### src/dsp_pkg.sv
// Shared types and constants for the dictionary septet packer.
// Used by dsp_cell, dsp_packer and dictionary_septet_packer_core; no dependencies.
`default_nettype none

package dsp_pkg;

    // Number of character table entries, one per cell of the search chain (2..128)
    localparam int TABLE_DEPTH = 128;

    // Result queue depth at the packer output
    localparam int QUEUE_DEPTH = 4;
    localparam int QUEUE_AW    = $clog2(QUEUE_DEPTH);

    // Reset value of the table size register
    localparam logic [7:0] TABLE_SIZE_RESET = 8'd128;

    // Item kinds
    localparam logic KIND_LOAD = 1'b0;
    localparam logic KIND_DATA = 1'b1;

    typedef logic [6:0] t_code;
    typedef logic [7:0] t_char;

    // Request as it travels down the cell chain
    typedef struct packed {
        logic  kind;
        t_code idx;
        t_char ch;
        logic  eod;
        logic  hit;
        t_code code;
    } t_token;

    // One packed output byte with its flags
    typedef struct packed {
        t_char pbyte;
        logic  miss;
        logic  last;
    } t_result;

endpackage

`default_nettype wire

### src/dsp_packer.sv
// Septet packer: turns 7-bit codes into bytes and queues them for the output stream.
// Depends on dsp_pkg.
`default_nettype none

module dsp_packer (
    input  wire              i_clk,
    input  wire              i_rst_n,
    input  wire              i_valid,
    input  wire dsp_pkg::t_token i_tok,
    output logic             o_ready,
    output logic             o_m_tvalid,
    input  wire              i_m_tready,
    output logic [7:0]       o_m_tdata,   // packed_byte
    output logic             o_m_tuser,   // code_missing
    output logic             o_m_tlast    // end_of_stream
);

    logic [2:0]              r_pos;
    dsp_pkg::t_code          r_carry;
    logic                    r_pm;
    dsp_pkg::t_result        r_queue [dsp_pkg::QUEUE_DEPTH];
    logic [dsp_pkg::QUEUE_AW-1:0] r_wp;
    logic [dsp_pkg::QUEUE_AW-1:0] r_rp;
    logic [dsp_pkg::QUEUE_AW:0]   r_count;

    logic                    take;
    logic                    pop;
    logic                    miss;
    logic [2:0]              q;
    logic [7:0]              main_byte;
    logic [7:0]              flush_byte;
    dsp_pkg::t_code          carry_new;
    logic                    pm_new;
    logic                    has_main;
    logic                    has_flush;
    logic [1:0]              n_push;
    dsp_pkg::t_result        res_main;
    dsp_pkg::t_result        res_flush;
    logic [dsp_pkg::QUEUE_AW-1:0] wp_second;

    // Accept only with room for two results
    assign o_ready = (r_count <= (dsp_pkg::QUEUE_AW+1)'(dsp_pkg::QUEUE_DEPTH - 2));
    assign take    = i_valid && o_ready;
    assign pop     = o_m_tvalid && i_m_tready;

    // Build the completed byte and the flush byte
    always_comb begin
        miss       = !i_tok.hit;
        q          = r_pos + 3'd1;
        main_byte  = (8'(r_carry) << r_pos) | 8'(i_tok.code >> (3'd7 - r_pos));
        carry_new  = i_tok.code & (7'h7F >> r_pos);
        pm_new     = (r_pos != 3'd7) ? miss : 1'b0;
        flush_byte = {1'b0, carry_new} << q;
        has_main   = (r_pos != 3'd0);
        has_flush  = i_tok.eod && (q != 3'd0);
        n_push     = {1'b0, has_main} + {1'b0, has_flush};
        res_main   = '{pbyte: main_byte, miss: miss | r_pm,
                       last: i_tok.eod && (r_pos == 3'd7)};
        res_flush  = '{pbyte: flush_byte, miss: pm_new, last: 1'b1};
        wp_second  = r_wp + dsp_pkg::QUEUE_AW'(has_main);
    end

    // Hold the group position and the leftover bits
    always_ff @(posedge i_clk) begin
        if (!i_rst_n) begin
            r_pos   <= 3'd0;
            r_carry <= '0;
            r_pm    <= 1'b0;
        end else if (take) begin
            if (i_tok.eod) begin
                r_pos   <= 3'd0;
                r_carry <= '0;
                r_pm    <= 1'b0;
            end else begin
                r_pos   <= q;
                r_carry <= carry_new;
                r_pm    <= pm_new;
            end
        end
    end

    // Write up to two results into the queue
    always_ff @(posedge i_clk) begin
        if (take && has_main) begin
            r_queue[r_wp] <= res_main;
        end
        if (take && has_flush) begin
            r_queue[wp_second] <= res_flush;
        end
    end

    // Advance queue pointers and count
    always_ff @(posedge i_clk) begin
        if (!i_rst_n) begin
            r_wp    <= '0;
            r_rp    <= '0;
            r_count <= '0;
        end else begin
            if (take) begin
                r_wp <= r_wp + dsp_pkg::QUEUE_AW'(n_push);
            end
            if (pop) begin
                r_rp <= r_rp + dsp_pkg::QUEUE_AW'(1);
            end
            r_count <= r_count + (take ? (dsp_pkg::QUEUE_AW+1)'(n_push) : '0)
                       - (dsp_pkg::QUEUE_AW+1)'(pop);
        end
    end

    assign o_m_tvalid = (r_count != '0);
    assign o_m_tdata  = r_queue[r_rp].pbyte;
    assign o_m_tuser  = r_queue[r_rp].miss;
    assign o_m_tlast  = r_queue[r_rp].last;

    a_count_bound: assert property (@(posedge i_clk) disable iff (!i_rst_n)
        r_count <= (dsp_pkg::QUEUE_AW+1)'(dsp_pkg::QUEUE_DEPTH))
        else $error("result queue overflow");

    a_eod_restart: assert property (@(posedge i_clk) disable iff (!i_rst_n)
        take && i_tok.eod |=> (r_pos == 3'd0) && (r_carry == '0) && !r_pm)
        else $error("packer not back at group start after end of data");

    a_first_code_no_byte: assert property (@(posedge i_clk) disable iff (!i_rst_n)
        take && !i_tok.eod && (r_pos == 3'd0) |=> r_count <= $past(r_count))
        else $error("first code of a group produced a byte");

endmodule

`default_nettype wire

### config.mk
export PLATFORM = sky130hd
export DESIGN_NAME = dsp_packer
export DESIGN_NICKNAME = d
export VERILOG_FILES = /design/src/dsp_pkg.sv /design/src/dsp_packer.sv
export SDC_FILE = /design/constraint.sdc
export NUM_CORES = 1
export LEC_CHECK = 0
export ABC_AREA = 0
export BUFFER_PORTS_ARGS = -buffer_cell sky130_fd_sc_hd__buf_2
export CAP_MARGIN = 10
export CELL_PAD_IN_SITES_DETAIL_PLACEMENT = 0
export CELL_PAD_IN_SITES_GLOBAL_PLACEMENT = 2
export CORE_ASPECT_RATIO = 0.75
export CORE_UTILIZATION = 35
export DETAILED_ROUTE_END_ITERATION = 12
export HOLD_SLACK_MARGIN = 0.02
export PLACE_DENSITY = 0.79
export RECOVER_POWER = 100
export SLEW_MARGIN = 20
export SYNTH_ARGS = -nofsm -noshare
export SYNTH_HDL_FRONTEND = slang
export SYNTH_SLANG_ARGS = --single-unit
### constraint.sdc
create_clock -name i_clk -period 3.65 [get_ports i_clk]
set_input_delay 0.1825 -clock i_clk [delete_from_list [all_inputs] [get_ports i_clk]]
set_output_delay 0.1825 -clock i_clk [all_outputs]
set_load 0.02 [all_outputs]
==> flow_metrics.py <==
metrics = {
    "outcome": {
        "status": "finished clean",
    },
    "yosys": {
        "synthArstFlopShare": 0,
        "synth_cell_types": 51,
        "netlist_area_um2": 3510,
        "synth_edf_count": 36,
        "syn_nets": 366,
        "seq_area_frac_synth": 0.445,
        "ys_top_cells_by_area": "edfxtp_1, dfxtp_1, mux4_2",
        "syn_inst": 326,
        "synth_warnings": 0,
        "synth-main-ff-cell": "edfxtp_1",
        "synth_top_area_cell": "edfxtp_1",
        "avgSynthCellArea_um2": 10.8,
        "ys_seq_elements": 60,
        "yosys.area.top_type_share": 0.308,
    },
    "sta": {
        "tightestPinTransition_ns": 0.780,
        "finalCriticalPeriod_ns": 3.19,
        "tns_ns": 0,
        "final.period_utilization": 0.875,
        "setup_violations": 0,
        "hold_viol": 0,
        "clock_skew_ns": 0.00462,
        "slew_headroom": 0.479,
        "finalMaxSlewViolations": 0,
        "postLayoutSetupSlackWorst_ns": 0.457,
        "fmax_mhz": 313,
        "hold_ws_ns": 0.237,
        "rsz0062_at_grt": "no",
    },
    "setup_path": {
        "crit_path_top_delay_cell": "dfxtp_1",
        "crit_path_start_kind": "register",
        "critPathKind": "register to register",
        "worst_ep_arrival_time_ns": 3.28,
        "crit_required_ns": 3.73,
        "critPathMaxFanout": 12,
        "critPathCaptureType": "register",
        "cp_top_family": "simple AND/OR/NAND/NOR gates",
        "max_stage_delay_ns": 0.45,
        "path_buf_inv": 2,
        "cp_cell_sequence": "inv_1, ha_1, nor2b_1, inv_1, ha_1, nor3_1, or3_1, nand2_1, and2_1",
    },
    "routing": {
        "via_per_inst": 5.42,
        "wl_mm": 8.82,
        "drtPass1Iterations": 4,
        "routedWlPerCell_um": 18.1,
        "ant_nets": 0,
        "remaining_drc_errors": 0,
        "drtIter0Drc": 196,
        "routed-via-count": 2643,
    },
    "cts": {
        "cts_buffer_depth": 2,
        "cts-root-buf": "clkbuf_16",
        "ctsHtreeMaxLevel": 3,
        "cts.sinks": 60,
        "cts_hold_buf": 0,
        "path_clk_slew_ns": 0.05,
        "clkLatencyLatePin_ns": 0.33,
        "cts_resized": 0,
        "cts_setup_buffers": 0,
        "numCtsBuffers": 9,
        "cts_tree": "done",
    },
    "floorplanning": {
        "rows": 31,
        "die_y_um": 88.7,
        "fp.dieW_um": 118,
        "initial_core_util": 0.362,
        "dieArea_um2": 10400,
        "pin_count": 41,
        "core_area_um2": 9700,
    },
    "placement": {
        "portBuffers": 24,
        "place_ws_ns": 0.477,
        "hpwl_mm": 6.26,
        "dpl_cell_area_um2": 3760,
        "gp_congestion": 0.832,
        "dp.cells": 472,
    },
    "global_routing": {
        "grt-ovfl-total": 0,
        "grt_usage": 0.186,
        "grt_pass1_vias": 2661,
        "grt_max_degree": 27,
        "grt_antenna_before_repair": 0,
        "grt_pass1_wl_mm": 14.5,
    },
    "final_layout": {
        "post-route-util": 0.409,
        "antenna_cells": 0,
        "drive_above_1_share": 0.154,
        "syn_to_final_growth_pct": 13.2,
        "stdcell_count": 488,
        "design_area_um2": 3970,
        "final_common_cell": "nand2_1",
        "nNetsFinal": 391,
        "layout_common_cells": "nand2_1, edfxtp_1, o22ai_1",
        "fillCellCount": 974,
    },
    "pwr": {
        "p_leak_nw": 1.31,
        "vdd_drop_max_mv": 0.346,
        "power.total_mw": 2.39,
        "p_per_area_nw_per_um2": 601,
    },
    "flow_run": {
        "drv_cap": 0,
    },
    "worst_hold_path": {
        "hp-class": "input port to register",
    },
}
report_power, final:
part / internal (mW) / switching, mW
combinational: 0.302 / 0.425
sequential: 0.826 / 0.0867
clock: 0.454 / 0.291
sequential cells by signal (all words and copies together) (netlist names), named ones only:
name     cells
r_wp         2
r_rp         2
r_count      3
r_queue     40
r_carry      7
r_pm         1
r_pos        3
cell usage after synthesis (all sizes together), types with 8 or more instances:
library cell / n
nand2: 37
edfxtp: 36
o22ai: 29
dfxtp: 24
mux2i: 17
buf: 15
mux4: 13
and2: 12
inv: 11
a21boi: 10
ha: 10
or3: 9
nand3: 8
nor2: 8
o21ai: 8
cells by family after synthesis:
group	Yosys count	share of synthesized area
compound gates	76	0.149
mux	34	0.145
buf+inv	33	0.0449
flops	60	0.445
fa+ha+maj	11	0.0414
xor+xnor	6	0.0150
simple gates	106	0.159
worst paths after layout:
check	slack, ns	startpoint	depth (start not counted)	to
hold reg to reg	0.46	r_carry[6]	2	r_carry[6]
setup / recovery	0.46	r_pos[0]	9	r_queue[2][1]
hold / removal	0.24	i_tok[0]	3	r_carry[0]
setup reg to reg	0.46	r_pos[0]	9	r_queue[2][1]
area by class of cell:
| cell class | count | area [µm²] | share of cell area |
|---|---|---|---|
| multi-input cells | 233 | 1760 | 0.444 |
| flip-flops and latches | 60 | 1560 | 0.393 |
| clock buffers | 11 | 233 | 0.0586 |
| repair buffers | 35 | 174 | 0.0438 |
| well taps | 132 | 165 | 0.0416 |
| inverters | 12 | 45.0 | 0.0113 |
| clock inverters | 5 | 30.0 | 0.00756 |
worst reg2reg max path: stages (launching register included):
cell	delay [ns]
dfxtp_1	0.45
inv_1	0.14
ha_1	0.25
nor2b_1	0.30
inv_1	0.16
ha_1	0.35
nor3_1	0.23
or3_1	0.40
nand2_1	0.40
and2_1	0.27
layer usage:
metal	GRT usage	vias up	wire length [µm]
met2	0.286	66	3880
met4	0.0862	0	103
met5	0	-	0
met1	0.254	1273	4330
li1	-	1296	-
met3	0.0412	8	517
No activity file was read; power rests on OpenSTA's default activity.
