## src/dsp_pkg.sv

```systemverilog
// Shared types and constants for the dictionary septet packer.
// Used by dsp_cell, dsp_packer and dictionary_septet_packer_core; no dependencies.
`default_nettype none

package dsp_pkg;

    // Number of character table entries, one per cell of the search chain (2..128)
    localparam int TABLE_DEPTH = 128;

    // Result queue depth at the packer output
    localparam int QUEUE_DEPTH = 4;
    localparam int QUEUE_AW    = $clog2(QUEUE_DEPTH);

    // Reset value of the table size register
    localparam logic [7:0] TABLE_SIZE_RESET = 8'd128;

    // Item kinds
    localparam logic KIND_LOAD = 1'b0;
    localparam logic KIND_DATA = 1'b1;

    typedef logic [6:0] t_code;
    typedef logic [7:0] t_char;

    // Request as it travels down the cell chain
    typedef struct packed {
        logic  kind;
        t_code idx;
        t_char ch;
        logic  eod;
        logic  hit;
        t_code code;
    } t_token;

    // One packed output byte with its flags
    typedef struct packed {
        t_char pbyte;
        logic  miss;
        logic  last;
    } t_result;

endpackage

`default_nettype wire

```

## src/dsp_cell.sv

```systemverilog
// One cell of the search chain: holds one table entry and passes requests on.
// Depends on dsp_pkg.
`default_nettype none

module dsp_cell (
    input  wire                 i_clk,
    input  wire                 i_rst_n,
    input  wire                 i_adv,
    input  wire  dsp_pkg::t_code i_cell_idx,
    input  wire  [7:0]          i_table_size,
    input  wire                 i_valid,
    input  wire  dsp_pkg::t_token i_tok,
    output logic                o_valid,
    output dsp_pkg::t_token     o_tok
);

    logic            r_valid;
    dsp_pkg::t_token r_tok;
    dsp_pkg::t_token n_tok;
    dsp_pkg::t_char  r_entry;

    // Mark the first match among the searched entries
    always_comb begin
        n_tok = i_tok;
        if (i_tok.kind == dsp_pkg::KIND_DATA && !i_tok.hit &&
            ({1'b0, i_cell_idx} < i_table_size) && (r_entry == i_tok.ch)) begin
            n_tok.hit  = 1'b1;
            n_tok.code = i_cell_idx;
        end
    end

    // Advance the valid bit
    always_ff @(posedge i_clk) begin
        if (!i_rst_n) begin
            r_valid <= 1'b0;
        end else if (i_adv) begin
            r_valid <= i_valid;
        end
    end

    // Advance the request payload
    always_ff @(posedge i_clk) begin
        if (i_adv) begin
            r_tok <= n_tok;
        end
    end

    // Load the entry when a load request for this position passes
    always_ff @(posedge i_clk) begin
        if (i_adv && i_valid && i_tok.kind == dsp_pkg::KIND_LOAD &&
            i_tok.idx == i_cell_idx) begin
            r_entry <= i_tok.ch;
        end
    end

    assign o_valid = r_valid;
    assign o_tok   = r_tok;

endmodule

`default_nettype wire

```

## config.mk

```make
export PLATFORM = sky130hd
export DESIGN_NAME = dsp_cell
export DESIGN_NICKNAME = d
export VERILOG_FILES = /design/src/dsp_pkg.sv /design/src/dsp_cell.sv
export SDC_FILE = /design/constraint.sdc
export NUM_CORES = 1
export LEC_CHECK = 0
export BUFFER_PORTS_ARGS = -buffer_cell sky130_fd_sc_hd__buf_4
export CAP_MARGIN = 0
export CORE_ASPECT_RATIO = 0.9
export CORE_MARGIN = 5
export CORE_UTILIZATION = 40
export CTS_CLUSTER_DIAMETER = 60
export DETAILED_ROUTE_END_ITERATION = 8
export PLACE_DENSITY_LB_ADDON = 0.05
export SLEW_MARGIN = 20
export SYNTH_ARGS = -nofsm -noshare
export SYNTH_HDL_FRONTEND = slang
export SYNTH_SLANG_ARGS = --single-unit
```

## constraint.sdc

```tcl
create_clock -name i_clk -period 2.6 [get_ports i_clk]
set_clock_uncertainty 0.05 [all_clocks]
set_input_delay 0.52 -clock i_clk [delete_from_list [all_inputs] [get_ports i_clk]]
set_output_delay 0.52 -clock i_clk [all_outputs]
set_load 0.05 [all_outputs]
```

==> qor.log <==
[status] outcome finished clean
[global_route] number of antenna violations at the first check in global routing 0
[setup_path] setup slack, reg-to-reg 0.55 ns
[placed_design] Setup WS pre-CTS 0.228 ns
[logic_synthesis] area share of the largest cell type after synthesis 0.680
[routing] total length of routed met2 wires 1410 um
[setup_path] RR Endpoint o_tok[4]$_DFFE_PP_
[floorplanning] initial core utilization 0.422
[routing] Antenna Nets Post-Route 0
[floorplanning] Die Area 4950 um^2
[timing] max_slew headroom 0.768
[clock_tree] number of hold-repair buffers added at the cts stage 0
[timing] Final Setup Violations 0
[routing] number of DRC violations after detailed-routing iteration 0 58
[power] worst IR drop on VDD 0.372 mV
[logic_synthesis] sequential element share of the synthesized area 0.694
[setup_path] Worst EP arrival 2.05 ns
[logic_synthesis] Yosys cell types 20
[clock_tree] number of resized instances in the post-cts repair step 0
[timing] Fmax 484 MHz
[routing] detailed-routing iteration count for the pre-antenna-repair pass 4
[timing] RSZ-0062 raised after global routing false
[setup_path] CP peak stage delay 0.38 ns
[power] total leakage power 0.000913 uW
[floorplanning] horizontal extent of the die 73.6 um
[setup_path] Top delay family on crit path compound AO/OA/AOI/OAI gates
[timing] share of the cycle needed by the critical path after routing 0.794
[setup_path] capturing element type of the critical path register
[routing] Detail Route met3 WL 358 um
[logic_synthesis] summed instance area of the synthesized netlist 1460 um^2
[floorplanning] number of placement rows 20
[global_route] largest net degree at the start of global routing 28
[clock_tree] clk slew on worst S/H paths 0.07 ns
[setup_path] data required time of the critical path 2.58 ns
[logic_synthesis] post-synthesis cell count 89
[floorplanning] number of top-level design ports 70
[clock_tree] latest clock arrival within the worst-skew pair 0.28 ns
[clock_tree] number of buffers on the longest clock path 2
[clock_tree] number of levels in the clock H-tree 2
[cells_and_area] Final #Nets 216
[floorplanning] height of the die 67.2 um
[logic_synthesis] leading cell types by total area after synthesis sky130_fd_sc_hd__edfxtp_1, sky130_fd_sc_hd__mux2_2, sky130_fd_sc_hd__ha_1, sky130_fd_sc_hd__xnor2_1, sky130_fd_sc_hd__xor2_1
[timing] Setup WS post-layout 0.536 ns
[logic_synthesis] syn_nets 139
[timing] final slew viol count 0
[timing] minimum period implied by the final worst setup slack 2.06 ns
[routing] via count 990
[setup_path] number of buffer and inverter instances along the worst setup path 1
[logic_synthesis] share of synthesized registers carrying an async set or reset 0
[logic_synthesis] post-synthesis area per instance 16.4 um^2
[routing] uppermost metal layer occupied by signal nets met4
[routing] DRC violation count after routing 0
[power] pwr dens 657 nW/um^2
[logic_synthesis] leading register cell type out of synthesis sky130_fd_sc_hd__edfxtp_1
[cells_and_area] Antenna diodes 0
[clock_tree] Post-CTS Repair Setup Buffers 0
[min_path] number of instances on the worst hold path 1
[setup_path] chain of cells forming the critical path buf_4 -> ha_1 -> a21oi_1 -> o221ai_1 -> a31oi_4 -> mux2_2
[min_path] worst hold endpoint o_tok[8]$_DFFE_PP_
[setup_path] r2r startpoint r_entry[6]$_DFFE_PP_
[logic_synthesis] biggest area consumer among synthesized cells sky130_fd_sc_hd__edfxtp_1
[setup_path] worst-path cell with the longest stage delay sky130_fd_sc_hd__a31oi_4
[setup_path] cells on worst reg2reg path 5
[placed_design] HPWL after detailed placement 2480 um
[logic_synthesis] number of enable flip-flop cells after synthesis 33
[clock_tree] CTS tree built
[logic_synthesis] yosys synthesis warning count 0
[setup_path] class of the most critical setup path in2reg
[global_route] Congestion Overflow GR 0
[setup_path] startpoint type of the worst setup path input port
[routing] met1 layer wirelength in the final routing 1310 um
[routing] Detailed Route WL 3140 um
[clock_tree] total clock buffers created by CTS 5
[logic_synthesis] Yosys reg bits 34
[global_route] first-pass GRT wire length 4810 um
[global_route] vias in the first global route 1,017
[cells_and_area] area growth from synthesis to final layout 48.3%
[placed_design] IO buf count 69
[setup_path] worst-path maximum fanout 8
[global_route] global routing usage summed across all routing layers 0.137
[routing] via density per instance 4.69
[cells_and_area] fraction of final layout cells with drive strength greater than 1 0.521
[floorplanning] Core Region 3450 um^2
[clock_tree] clock tree sinks 34
[routing] average wire per standard cell 14.9 um
[min_path] min-delay src i_tok[8]
[timing] transition time of the tightest slew-check pin 0.348 ns
[timing] number of hold violations in the final report 0
[clock_tree] Clock Tree Root sky130_fd_sc_hd__clkbuf_8
[run] number of violations of the max-capacitance limit 0
[placed_design] Final GP Congestion 0.718
[min_path] hold crit path type in2reg
[timing] setup tns final 0 ns
## layer usage
layer	GRT usage	vias to the layer above
li1	-	484
met1	0.167	457
met2	0.204	44
met3	0.0551	5
met4	0.0814	0
met5	0	-
## where the power goes
group	switching [uW]	internal [uW]
Combinational	175	107
Sequential	9.17	637
Clock	179	312
## sequential cells by signal, indices dropped and copies added, names as in the netlist
signal,flops
o_tok,25
o_valid,1
r_entry,8
## synthesized netlist by cell type (2+ instances only)
library cell               count
sky130_fd_sc_hd__edfxtp_1     33
sky130_fd_sc_hd__inv_1         8
sky130_fd_sc_hd__xnor2_1       8
sky130_fd_sc_hd__mux2_2        7
sky130_fd_sc_hd__xor2_1        7
sky130_fd_sc_hd__ha_1          6
sky130_fd_sc_hd__a21oi_1       3
sky130_fd_sc_hd__nand4_1       3
sky130_fd_sc_hd__nand2_1       2
sky130_fd_sc_hd__nor4_1        2
## metrics by stage
step,std cells,instance area [um^2],util,hold WS (ns),total power [uW]
2_1_floorplan,89,1460,-,0.569,815
3_3_place_gp,203,2040,0.592,0.456,938
3_5_place_dp,203,2040,0.592,0.460,943
4_1_cts,211,2160,0.625,0.360,1440
5_1_grt,211,2160,0.625,0.354,1480
6_report,211,2160,0.625,0.371,1420
## worst register-to-register path: cells and delay by family, from the launching register on
family,cells,cell delay (ns)
AOI/OAI and AO/OA,1,0.34
xor gates and xnor gates,1,0.15
DFF,1,0.38
muxes,1,0.38
and+or+nand+nor,2,0.50
## placed cells by master (no fill, tap or decap)
cell / Yosys / routed
sky130_fd_sc_hd__a211oi_1: 1 / 1
sky130_fd_sc_hd__buf_4: 0 / 70
sky130_fd_sc_hd__nor4_1: 2 / 1
sky130_fd_sc_hd__inv_1: 8 / 8
sky130_fd_sc_hd__or2_2: 1 / 1
sky130_fd_sc_hd__nand2_1: 2 / 2
sky130_fd_sc_hd__o221ai_1: 1 / 1
sky130_fd_sc_hd__dfxtp_1: 1 / 1
sky130_fd_sc_hd__bufinv_16: 0 / 1
sky130_fd_sc_hd__a31oi_4: 1 / 1
sky130_fd_sc_hd__edfxtp_1: 33 / 33
sky130_fd_sc_hd__clkbuf_8: 0 / 6
sky130_fd_sc_hd__nor4_2: 0 / 1
sky130_fd_sc_hd__xor2_1: 7 / 7
sky130_fd_sc_hd__nand3_1: 1 / 1
sky130_fd_sc_hd__a21oi_1: 3 / 3
sky130_fd_sc_hd__clkbuf_1: 0 / 1
sky130_fd_sc_hd__nor2b_1: 1 / 1
sky130_fd_sc_hd__nand4_1: 3 / 3
sky130_fd_sc_hd__xnor2_1: 8 / 8
sky130_fd_sc_hd__mux2_2: 7 / 7
sky130_fd_sc_hd__mux2i_1: 1 / 1
sky130_fd_sc_hd__nor3_1: 1 / 1
sky130_fd_sc_hd__nand2b_1: 1 / 1
sky130_fd_sc_hd__ha_1: 6 / 6
## cell type report
cell class,count,area [um^2]
Inverter,8,30.0
Tap cell,44,55.1
Sequential cell,34,1010
Timing Repair Buffer,70,526
Multi-Input combinational cell,47,422
Fill cell,283,1290
Clock inverter,1,30.0
Clock buffer,7,86.3
## how the worst max path moves through the flow
stage	startpoint	endpoint	slack [ns]	cells after the start
2_1_floorplan	i_table_size[3]	o_tok[0]$_DFFE_PP_	0.51	6
3_3_place_gp	i_cell_idx[3]	o_tok[5]$_DFFE_PP_	0.28	6
3_5_place_dp	i_cell_idx[3]	o_tok[4]$_DFFE_PP_	0.23	6
4_1_cts	r_entry[1]$_DFFE_PP_	o_tok[1]$_DFFE_PP_	0.52	5
5_1_grt	r_entry[6]$_DFFE_PP_	o_tok[1]$_DFFE_PP_	0.36	5
6_report	i_cell_idx[3]	o_tok[4]$_DFFE_PP_	0.54	6
## logic make-up (layout without fill, tap and decap cells)
logic type,count (synthesis),count (layout),share of synthesized area
AO/OA/AOI/OAI,6,6,0.0361
XOR/XNOR,15,15,0.0902
adder cells (fa/ha/maj),6,6,0.0515
buffers and inverters,8,86,0.0206
flip-flops,34,34,0.694
multiplexers,8,8,0.0610
AND/OR/NAND/NOR,12,12,0.0464
No activity file was read; power rests on OpenSTA's default activity.
